==> src/sv/stla_pkg.sv <==
`default_nettype none

package stla_pkg;

  // default table size and id range
  localparam int unsigned SlotsDef = 32;
  localparam int unsigned IdMaxDef = 32767;

  // fixed field widths
  localparam int unsigned IdW     = 15;
  localparam int unsigned StampW  = 32;
  localparam int unsigned LvlW    = 8;
  localparam int unsigned IdxOutW = 5;

  // request codes
  typedef enum logic [1:0] {
    FuncAlloc  = 2'd0,
    FuncLookup = 2'd1,
    FuncFree   = 2'd2,
    FuncClear  = 2'd3
  } stla_func_e;

  // input beat
  typedef struct packed {
    stla_func_e       func;
    logic [IdW-1:0]   floor_key;
    logic [IdW-1:0]   current_floor;
    logic [LvlW-1:0]  level;
  } stla_in_t;

  // output beat
  typedef struct packed {
    logic [IdW-1:0]     result_id;
    logic [IdxOutW-1:0] slot_index;
    logic               hit;
    logic [LvlW-1:0]    slot_level;
    logic               evicted;
    logic               file_delete;
    logic               current_cleared;
  } stla_out_t;

  // one table entry as held in memory
  typedef struct packed {
    logic [IdW-1:0]    id;
    logic [StampW-1:0] stamp;
    logic [LvlW-1:0]   lvl;
  } stla_entry_t;

endpackage

`default_nettype wire

==> src/sv/slot_table_allocator_lru.sv <==
// Slot table allocator with least-recently-stamped eviction.
// Input channel in_valid_i / in_stall_o carries one request beat (in_data_i):
// allocate, lookup by id, free by id, or clear all. Output channel
// out_valid_o / out_stall_i returns exactly one result beat per request.
// Every request other than clear walks the whole table through the single
// read port of the slot memory, one entry per cycle, then goes to state S_FIN,
// where an allocate writes its entry and a free clears its slot. The result
// passes from S_FIN through S_DONE to the output register, and a new request
// is taken once the state is back at S_IDLE. Clear all skips the scan.
// One request is in flight at a time; in_stall_o is high while it is.
// The result sits in an output register, so a request may be accepted while
// the previous result still waits; if the receiver keeps out_stall_i high,
// the finished result is held and the next one waits behind it.
// Reset empties the table at once (occupied bits are flip-flops), sets the
// next id and the stamp counter to 1 and drops any pending result.
`default_nettype none

module slot_table_allocator_lru #(
  parameter int unsigned SLOTS  = stla_pkg::SlotsDef,
  parameter int unsigned ID_MAX = stla_pkg::IdMaxDef,
  localparam int unsigned IdxW  = (SLOTS > 1) ? $clog2(SLOTS) : 1,
  localparam int unsigned CntW  = $clog2(SLOTS + 1)
) (
  input  wire logic                clk_i,
  input  wire logic                rst_ni,
  input  wire logic                in_valid_i,
  output logic                     in_stall_o,
  input  wire stla_pkg::stla_in_t  in_data_i,
  output logic                     out_valid_o,
  input  wire logic                out_stall_i,
  output stla_pkg::stla_out_t      out_data_o
);
  import stla_pkg::*;

  localparam logic [IdW-1:0]    IdMaxC  = IdW'(ID_MAX);
  localparam logic [IdW-1:0]    IdOne   = IdW'(1);
  localparam logic [StampW-1:0] StampOne = StampW'(1);
  localparam logic [CntW-1:0]   SlotsC  = CntW'(SLOTS);
  localparam logic [IdxW-1:0]   LastIdx = IdxW'(SLOTS - 1);

  typedef enum logic [3:0] {
    S_IDLE = 4'b0001,
    S_SCAN = 4'b0010,
    S_FIN  = 4'b0100,
    S_DONE = 4'b1000
  } state_e;

  state_e            state_q, state_d;
  stla_in_t          req_q, req_d;
  stla_out_t         res_q, res_d;
  stla_out_t         out_q, out_d;
  logic              out_valid_q, out_valid_d;
  logic [IdW-1:0]    next_id_q, next_id_d;
  logic [StampW-1:0] stamp_q, stamp_d;
  logic [CntW-1:0]   addr_q, addr_d;
  logic              beat_q, beat_d;
  logic [IdxW-1:0]   beat_idx_q, beat_idx_d;

  // scan results
  logic              free_fnd_q, free_fnd_d;
  logic [IdxW-1:0]   free_idx_q, free_idx_d;
  logic              mat_fnd_q, mat_fnd_d;
  logic [IdxW-1:0]   mat_idx_q, mat_idx_d;
  logic [LvlW-1:0]   mat_lvl_q, mat_lvl_d;
  logic              old_fnd_q, old_fnd_d;
  logic [IdxW-1:0]   old_idx_q, old_idx_d;
  logic [StampW-1:0] old_stamp_q, old_stamp_d;

  // memory side
  logic              rd_en;
  logic              rd_valid;
  stla_entry_t       rd_data;
  logic              wr_en;
  logic [IdxW-1:0]   wr_addr;
  stla_entry_t       wr_data;
  logic              clr_en;
  logic              clr_all;
  logic [IdW-1:0]    beat_id;
  logic              accept;
  logic [IdxW-1:0]   sel_idx;
  logic [IdxW+IdxOutW-1:0] sel_ext;

  stla_slot_ram #(
    .Slots(SLOTS)
  ) u_ram (
    .clk_i     (clk_i),
    .rst_ni    (rst_ni),
    .rd_en_i   (rd_en),
    .rd_addr_i (addr_q[IdxW-1:0]),
    .rd_valid_o(rd_valid),
    .rd_data_o (rd_data),
    .wr_en_i   (wr_en),
    .wr_addr_i (wr_addr),
    .wr_data_i (wr_data),
    .clr_en_i  (clr_en),
    .clr_addr_i(mat_idx_q),
    .clr_all_i (clr_all)
  );

  assign in_stall_o  = (state_q != S_IDLE);
  assign accept      = in_valid_i && (state_q == S_IDLE);
  assign out_valid_o = out_valid_q;
  assign out_data_o  = out_q;
  assign rd_en       = (state_q == S_SCAN) && (addr_q < SlotsC);
  assign beat_id     = rd_valid ? rd_data.id : '0;

  // slot chosen by an allocate
  always_comb begin
    if (free_fnd_q) begin
      sel_idx = free_idx_q;
    end else if (old_fnd_q) begin
      sel_idx = old_idx_q;
    end else begin
      sel_idx = '0;
    end
  end

  // main control: scan, write-back, result
  always_comb begin
    state_d     = state_q;
    req_d       = req_q;
    res_d       = res_q;
    out_d       = out_q;
    out_valid_d = out_valid_q && out_stall_i;
    next_id_d   = next_id_q;
    stamp_d     = stamp_q;
    addr_d      = addr_q;
    beat_d      = rd_en;
    beat_idx_d  = addr_q[IdxW-1:0];
    free_fnd_d  = free_fnd_q;
    free_idx_d  = free_idx_q;
    mat_fnd_d   = mat_fnd_q;
    mat_idx_d   = mat_idx_q;
    mat_lvl_d   = mat_lvl_q;
    old_fnd_d   = old_fnd_q;
    old_idx_d   = old_idx_q;
    old_stamp_d = old_stamp_q;
    wr_en       = 1'b0;
    wr_addr     = sel_idx;
    wr_data     = '{id: next_id_q, stamp: stamp_q, lvl: req_q.level};
    clr_en      = 1'b0;
    clr_all     = 1'b0;
    sel_ext     = {{IdxOutW{1'b0}}, sel_idx};

    case (state_q)
      S_IDLE: begin
        if (accept) begin
          req_d       = in_data_i;
          addr_d      = '0;
          free_fnd_d  = 1'b0;
          mat_fnd_d   = 1'b0;
          old_fnd_d   = 1'b0;
          old_idx_d   = '0;
          old_stamp_d = '1;
          if (in_data_i.func == FuncClear) begin
            clr_all   = 1'b1;
            next_id_d = IdOne;
            stamp_d   = StampOne;
            res_d     = '0;
            state_d   = S_DONE;
          end else begin
            state_d = S_SCAN;
          end
        end
      end

      S_SCAN: begin
        if (rd_en) begin
          addr_d = addr_q + CntW'(1);
        end
        // one entry per beat, lowest index wins for free and match
        if (beat_q) begin
          if (!rd_valid && !free_fnd_q) begin
            free_fnd_d = 1'b1;
            free_idx_d = beat_idx_q;
          end
          if (rd_valid && (req_q.floor_key != '0) && (rd_data.id == req_q.floor_key)
              && !mat_fnd_q) begin
            mat_fnd_d = 1'b1;
            mat_idx_d = beat_idx_q;
            mat_lvl_d = rd_data.lvl;
          end
          // oldest unprotected entry, a tie goes to the later slot
          if ((beat_id != req_q.current_floor) && (rd_data.stamp <= old_stamp_q)) begin
            old_fnd_d   = 1'b1;
            old_idx_d   = beat_idx_q;
            old_stamp_d = rd_data.stamp;
          end
          if (beat_idx_q == LastIdx) begin
            state_d = S_FIN;
          end
        end
      end

      S_FIN: begin
        res_d   = '0;
        state_d = S_DONE;
        case (req_q.func)
          FuncAlloc: begin
            wr_en                 = 1'b1;
            res_d.result_id       = next_id_q;
            res_d.slot_index      = sel_ext[IdxOutW-1:0];
            res_d.evicted         = !free_fnd_q;
            res_d.file_delete     = !free_fnd_q && old_fnd_q;
            res_d.current_cleared = !free_fnd_q && !old_fnd_q;
            stamp_d               = stamp_q + StampOne;
            next_id_d             = (next_id_q < IdMaxC) ? next_id_q + IdOne : IdOne;
          end
          FuncLookup: begin
            if (mat_fnd_q) begin
              sel_ext          = {{IdxOutW{1'b0}}, mat_idx_q};
              res_d.result_id  = req_q.floor_key;
              res_d.slot_index = sel_ext[IdxOutW-1:0];
              res_d.hit        = 1'b1;
              res_d.slot_level = mat_lvl_q;
            end
          end
          FuncFree: begin
            if (mat_fnd_q) begin
              clr_en                = 1'b1;
              sel_ext               = {{IdxOutW{1'b0}}, mat_idx_q};
              res_d.slot_index      = sel_ext[IdxOutW-1:0];
              res_d.hit             = 1'b1;
              res_d.current_cleared = (req_q.floor_key == req_q.current_floor);
              res_d.file_delete     = (req_q.floor_key != req_q.current_floor);
            end
          end
          default: begin
            res_d = '0;
          end
        endcase
      end

      S_DONE: begin
        // hand the result to the output register once it is free
        if (!out_valid_q || !out_stall_i) begin
          out_d       = res_q;
          out_valid_d = 1'b1;
          state_d     = S_IDLE;
        end
      end

      default: begin
        state_d = S_IDLE;
      end
    endcase
  end

  // control registers
  always_ff @(posedge clk_i or negedge rst_ni) begin
    if (!rst_ni) begin
      state_q     <= S_IDLE;
      out_valid_q <= 1'b0;
      next_id_q   <= IdOne;
      stamp_q     <= StampOne;
      addr_q      <= '0;
      beat_q      <= 1'b0;
    end else begin
      state_q     <= state_d;
      out_valid_q <= out_valid_d;
      next_id_q   <= next_id_d;
      stamp_q     <= stamp_d;
      addr_q      <= addr_d;
      beat_q      <= beat_d;
    end
  end

  // payload registers
  always_ff @(posedge clk_i) begin
    req_q       <= req_d;
    res_q       <= res_d;
    out_q       <= out_d;
    beat_idx_q  <= beat_idx_d;
    free_fnd_q  <= free_fnd_d;
    free_idx_q  <= free_idx_d;
    mat_fnd_q   <= mat_fnd_d;
    mat_idx_q   <= mat_idx_d;
    mat_lvl_q   <= mat_lvl_d;
    old_fnd_q   <= old_fnd_d;
    old_idx_q   <= old_idx_d;
    old_stamp_q <= old_stamp_d;
  end

endmodule

`default_nettype wire

==> src/sv/stla_slot_ram.sv <==
`default_nettype none

module stla_slot_ram #(
  parameter int unsigned Slots = stla_pkg::SlotsDef,
  localparam int unsigned IdxW = (Slots > 1) ? $clog2(Slots) : 1
) (
  input  wire logic                  clk_i,
  input  wire logic                  rst_ni,
  // read port, registered data
  input  wire logic                  rd_en_i,
  input  wire logic [IdxW-1:0]       rd_addr_i,
  output logic                       rd_valid_o,
  output stla_pkg::stla_entry_t      rd_data_o,
  // write port, marks the entry occupied
  input  wire logic                  wr_en_i,
  input  wire logic [IdxW-1:0]       wr_addr_i,
  input  wire stla_pkg::stla_entry_t wr_data_i,
  // free one entry or all of them
  input  wire logic                  clr_en_i,
  input  wire logic [IdxW-1:0]       clr_addr_i,
  input  wire logic                  clr_all_i
);
  import stla_pkg::*;

  stla_entry_t mem_q [Slots];
  logic [Slots-1:0] occ_q;
  logic             rd_valid_q;

  // entry storage, registered read
  always_ff @(posedge clk_i) begin
    if (wr_en_i) begin
      mem_q[wr_addr_i] <= wr_data_i;
    end
    if (rd_en_i) begin
      rd_data_o <= mem_q[rd_addr_i];
    end
  end

  // occupied bits, a free entry reads as id zero upstream
  always_ff @(posedge clk_i or negedge rst_ni) begin
    if (!rst_ni) begin
      occ_q      <= '0;
      rd_valid_q <= 1'b0;
    end else begin
      if (clr_all_i) begin
        occ_q <= '0;
      end else begin
        if (wr_en_i) begin
          occ_q[wr_addr_i] <= 1'b1;
        end
        if (clr_en_i) begin
          occ_q[clr_addr_i] <= 1'b0;
        end
      end
      if (rd_en_i) begin
        rd_valid_q <= occ_q[rd_addr_i];
      end
    end
  end

  assign rd_valid_o = rd_valid_q;

endmodule

`default_nettype wire
==> config.mk <==
export PLATFORM = sky130hd
export DESIGN_NAME = slot_table_allocator_lru
export DESIGN_NICKNAME = d
export VERILOG_FILES = /design/src/sv/stla_pkg.sv /design/src/sv/slot_table_allocator_lru.sv /design/src/sv/stla_slot_ram.sv
export SDC_FILE = /design/constraint.sdc
export NUM_CORES = 2
export LEC_CHECK = 0
export BUFFER_PORTS_ARGS = -buffer_cell sky130_fd_sc_hd__buf_2
export CAP_MARGIN = 15
export CORE_ASPECT_RATIO = 0.6
export CORE_UTILIZATION = 46
export CTS_BUF_LIST = sky130_fd_sc_hd__clkbuf_16
export CTS_CLUSTER_DIAMETER = 60
export DETAILED_ROUTE_END_ITERATION = 10
export HOLD_SLACK_MARGIN = 0.05
export MAX_ROUTING_LAYER = met4
export PLACE_DENSITY_LB_ADDON = 0.12
export SETUP_SLACK_MARGIN = 0.05
export SYNTH_ARGS = -nofsm -noshare
export SYNTH_HDL_FRONTEND = slang
export SYNTH_SLANG_ARGS = --single-unit
==> constraint.sdc <==
create_clock -name clk_i -period 6.5 [get_ports clk_i]
set_clock_uncertainty 0.05 [all_clocks]
set_input_delay 1.3 -clock clk_i [delete_from_list [all_inputs] [get_ports clk_i]]
set_output_delay 1.3 -clock clk_i [all_outputs]
set_load 0.03 [all_outputs]
# Word-level counts from Yosys, hierarchy flattened
# Memory sizes are Yosys's and may differ from the RTL's. A register that Yosys moved wholly into a read port is not among the register bits.
# Index checks and enable logic that the tools add are counted.
# word_totals
regBits	259
mem_bits_rw	1760
mem_count	1
elab_cells	180
# classes
order_cmp	8
addsub	3
bitwise	3
n_mux	73
n_eq_ne	23
reduce_logical	34
# mem_list
name	words	word_bits	rd	rd_clocked_by_memory_dff	wr	line_no	source
u_ram.mem_q	32	55	1	1	1	stla_slot_ram.sv:25	stla_entry_t mem_q [Slots];
# op_table
cell	n
$mux 32	12
$pmux 32 s2	3
$mux 15	5
$pmux 15 s2	2
$add 32x1->32 const B	1
$and 32x32->32	1
$le 32x32->1	1
$not 32->32	1
$or 32x32->32	1
$eq 15x15->1	2
$ne 15x15->1	2
$mux 29	1
$mux 5	5
$mux 1	23
$mux 4	5
$reduce_and 4->1	5
$lt 5x6->1 const B	3
$mux 6	3
$pmux 4 s4	1
$add 15x1->15 const B	1
$lt 15x15->1 const B	1
$pmux 5 s3	1
$reduce_bool 15->1	1
$logic_and 1x1->1	12
27 further kinds	51

# Depth between registers and ports, before layout
# depth
depth_word	12
ltp_mapped	9
depth_no_buf	8

# Cells and area by module
# Synthesis repeated with hierarchy kept, for this count alone.
# hier_totals
cells_unflattened	3575
area_unflattened_um2	80124.3
# modules_own_cells
mod	cells_each	n_inst	area_per_inst_um2	seq_area_each_um2
stla_slot_ram	2757	1	69949.6	55328.1
slot_table_allocator_lru	818	1	10174.8	6444.9

# Worst setup path before layout
# No wires, ideal clock.
# synth_path
path_type	input port to flip-flop
startpoint	in in_valid_i
endpoint	reg old_fnd_q (enable)
path_slack_ns	0.127
arrival_time_ns	5.832
stages	4
required_time_ns	5.959
path_cell_list	and2_1 clkbuf_1 a21oi_1 a211oi_1
# synth_between
elab_chain_len	3
# synth_rtl
item	line_no	source
start, declared	slot_table_allocator_lru.sv:26	input wire logic in_valid_i,
$logic_and 1x1->1	slot_table_allocator_lru.sv:101	assign accept = in_valid_i && (state_q == S_IDLE);
$ne 2x2->1 (no source line)	n/a	
$reduce_and 4->1 (no source line)	n/a	
end signal, assigned	slot_table_allocator_lru.sv:279	old_fnd_q <= old_fnd_d;
end, declared	slot_table_allocator_lru.sv:65	logic old_fnd_q, old_fnd_d;
# Every way passes these cells.
# A chain may end at the register's enable or synchronous reset.

# Worst setup path in the final report
# layout_path
startpoint	reg state_q[1]
endpoint	mem u_ram.mem_q[2][16] (netlist bit) (enable)
# layout_between
elab_chain_len	4
# layout_rtl
item	line_no	source
start, declared	slot_table_allocator_lru.sv:48	state_e state_q, state_d;
start signal, assigned	slot_table_allocator_lru.sv:259	state_q <= state_d;
$eq 4x3->1	slot_table_allocator_lru.sv:145	case (state_q)
$mux 1	slot_table_allocator_lru.sv:145	
$mux 1	stla_slot_ram.sv:31	if (wr_en_i) begin
$mux 1 (implied by the code)	stla_slot_ram.sv:32	mem_q[wr_addr_i] <= wr_data_i;
end, declared	stla_slot_ram.sv:25	
# Every way passes these cells.

==> impl_metrics.ini <==
[status]
status = finished clean

[cts]
holdBufCountCts = 0
clockBufferDepth = 4
cts_tree = built
postCtsSetupRepairBufs = 0
cts-buffers-inserted = 191
cts_sinks = 2074
cts_root_buffer = clkbuf_16
cts_max_level = 4
clkSlewWorstSetupHoldPaths_ns = 0.07
cts_resized = 0
clkLatencyLatePin_ns = 0.84

[placement]
gp_congestion = 0.817
hpwlAfterDp_um = 120000
dp.cells = 5846
pre_cts_ws_ns = 2.19
io_buffer_count = 77
placed_area_um2 = 84100

[grt]
gr-max-usage-layer = met1
first_global_vias = 38592
grt_use_total = 0.246
grtUsageMet1 = 0.382
grt_use_met2 = 0.340
use_met3 = 0.0458
grt_overflow = 0
grt_pass1_wl_um = 295000
antenna_found_initial = 14
grt_max_degree = 117

[synthesis]
postSynthAreaPerCell_um2 = 22.8
netlist.area_leader.share = 0.741
synth_top_area_cell = edfxtp_1
syn_inst = 3515
syn-num-nets = 3598
synth-main-ff-cell = edfxtp_1
synth_edf_count = 1977
ys_seq_elements = 2074
ys_seq_area_frac = 0.771
yosysUniqueCellTypes = 54
synth_area_um2 = 80100
yosysWarnings = 0
synthTopCellsByArea = edfxtp_1 74%, mux4_2 16%, dfrtp_1 2.8%
ys_async_sr_fraction = 0.0444

[critical_path]
crit_fanout = 22
worst-setup-path-type = reg -> reg
crit_arrival_ns = 4.79
cp-start-kind = flip-flop
cp.required_ns = 6.92
end_kind = flip-flop

[die]
rows = 118
ios = 78
start_util = 0.464
die-height_um = 325
core_um2 = 173000
die_w_um = 541
dieArea_um2 = 176000

[power]
vdd_drop_max_mv = 0.216
p_total_mw = 29.6
p_leak_nw = 26.9
p_per_area_nw_per_um2 = 328

[routing]
num_vias = 38519
postRouteAntennaNets = 0
wl_um = 209000
avgRoutedWirePerCell_um = 33.7
vias_per_cell = 6.22
drt_iter0_drc = 5398
firstDrtPassIters = 6
drc = 0

[cells_and_area]
fin_area_um2 = 90300
fin_cells = 6196
nets = 3855
drive_above_1_share = 0.302
area_growth_pct = 12.8
fill_cells = 13159

[worst_hold_path]
hp-class = reg -> reg

[timing]
fin_ws_ns = 2.13
rsz0062_at_grt = no
maxSlewViolCount = 0
max_slew.worst_pin.slew_ns = 1.22
final-hold-violation-count = 0
max_freq_ghz = 0.229
relSlewSlack = 0.188
setup_viol = 0
period_needed_ns = 4.37
timing.final.crit_share = 0.672
setup-tns-final_ns = 0

[run]
maxCapViolCount = 0
==> sequential cells by signal, summed over array words and instances (netlist names), 8 cells and up <==
name	cells
res_q	32
u_ram.rd_data_o	55
mat_lvl_q	8
stamp_q	32
next_id_q	15
out_data_o	32
req_q	40
old_stamp_q	32
u_ram.mem_q	1760
u_ram.occ_q	32
==> layout by cell type, fill, tap and decap left out, types with 21 or more instances in the layout <==
cell       count
clkinv_2      33
a22oi_1       26
inv_1         85
clkinv_1      40
nand2_1       47
ha_1          39
xnor2_1       26
nand3_1       36
edfxtp_1    1977
dfrtp_1       83
buf_4        120
buf_2         76
nand2b_1      34
clkbuf_16    197
nor2_1        92
nor2_4        33
a21oi_1       21
o221a_2       32
mux2_2        56
nand4_1       27
mux4_2       560
xor2_1        56
==> cells by family after synthesis <==
kind of cell | share of synthesized area
buffers and inverters | 0.0114
AOI/OAI and AO/OA | 0.0132
muxes | 0.166
xor gates and xnor gates | 0.00897
adders and majority gates | 0.00609
DFF | 0.771
and+or+nand+nor | 0.0233
==> critical path, cell delays in order, from the launching register on <==
cell and delay (ns):
dfrtp_1 0.48, nor2_1 0.26, nand3_1 0.33, nor2_1 0.55
nand3b_1 0.72, nor2_4 1.07, buf_4 0.53
==> cell type report <==
class	instances	area [um^2]	share of cell area
Antenna cell	7	17.5	0.000194
Clock buffer	197	4930	0.0546
Clock inverter	133	900	0.00996
Inverter	45	169	0.00187
Multi-Input combinational cell	1232	17700	0.195
Sequential cell	2074	61800	0.684
Tap cell	2280	2850	0.0316
Timing Repair Buffer	228	2010	0.0223
==> layer usage <==
layer	vias to the layer above	part of all wire	routed length, um
met5	-	0	0
met4	0	0.019	4030
met3	307	0.089	18500
met2	1852	0.44	90800
met1	21031	0.46	95300
li1	15329	-	-
==> per-stage QoR <==
stage               hold slack [ns]  utilization
finish                        0.370        0.523
global route                  0.374        0.523
CTS                           0.370        0.521
detailed placement            0.355        0.487
global placement              0.352        0.487
floorplan                     0.295            -
==> synthesized netlist by cell type (2+ instances only) <==
cell type / instances
a21o_1: 3
a21oi_1: 22
a22o_1: 11
a22oi_1: 26
a32o_1: 2
a41oi_1: 2
and2_1: 11
and3_1: 19
and4_1: 7
buf_1: 17
buf_2: 29
buf_4: 21
buf_6: 2
clkbuf_1: 95
dfrtp_1: 89
dfstp_2: 3
dfxtp_1: 5
edfxtp_1: 1977
ha_1: 39
inv_1: 45
mux2_2: 56
mux4_2: 560
nand2_1: 47
nand2b_1: 34
nand3_1: 36
nand3b_1: 11
nand4_1: 27
nor2_1: 125
nor2b_1: 5
nor3_1: 12
nor4_1: 15
nor4b_4: 3
o21ai_0: 18
o221a_2: 32
o22ai_1: 5
o32ai_1: 2
or2_2: 2
or3_1: 2
or4_1: 3
xnor2_1: 26
xor2_1: 56
==> report_power, final <==
part	switching (mW)	internal [mW]
Combinational	1.93	1.66
Clock	4.83	5.96
Sequential	0.380	14.9
Total	7.14	22.5
==> path summary, 6_finish.rpt <==
check,startpoint,end,slack [ns],cells after the start
max in group asynchronous,rst_ni,addr_q[3],4.72,2
worst max register to register,state_q[1],u_ram.mem_q[2][16],2.13,6
worst min register to register,res_q[15],out_data_o[15],0.37,0
worst max-delay path,state_q[1],u_ram.mem_q[2][16],2.13,6
worst min-delay path,res_q[15],out_data_o[15],0.37,0
min in group asynchronous,rst_ni,next_id_q[2],0.53,1
Power figures use the tool's default switching activity.
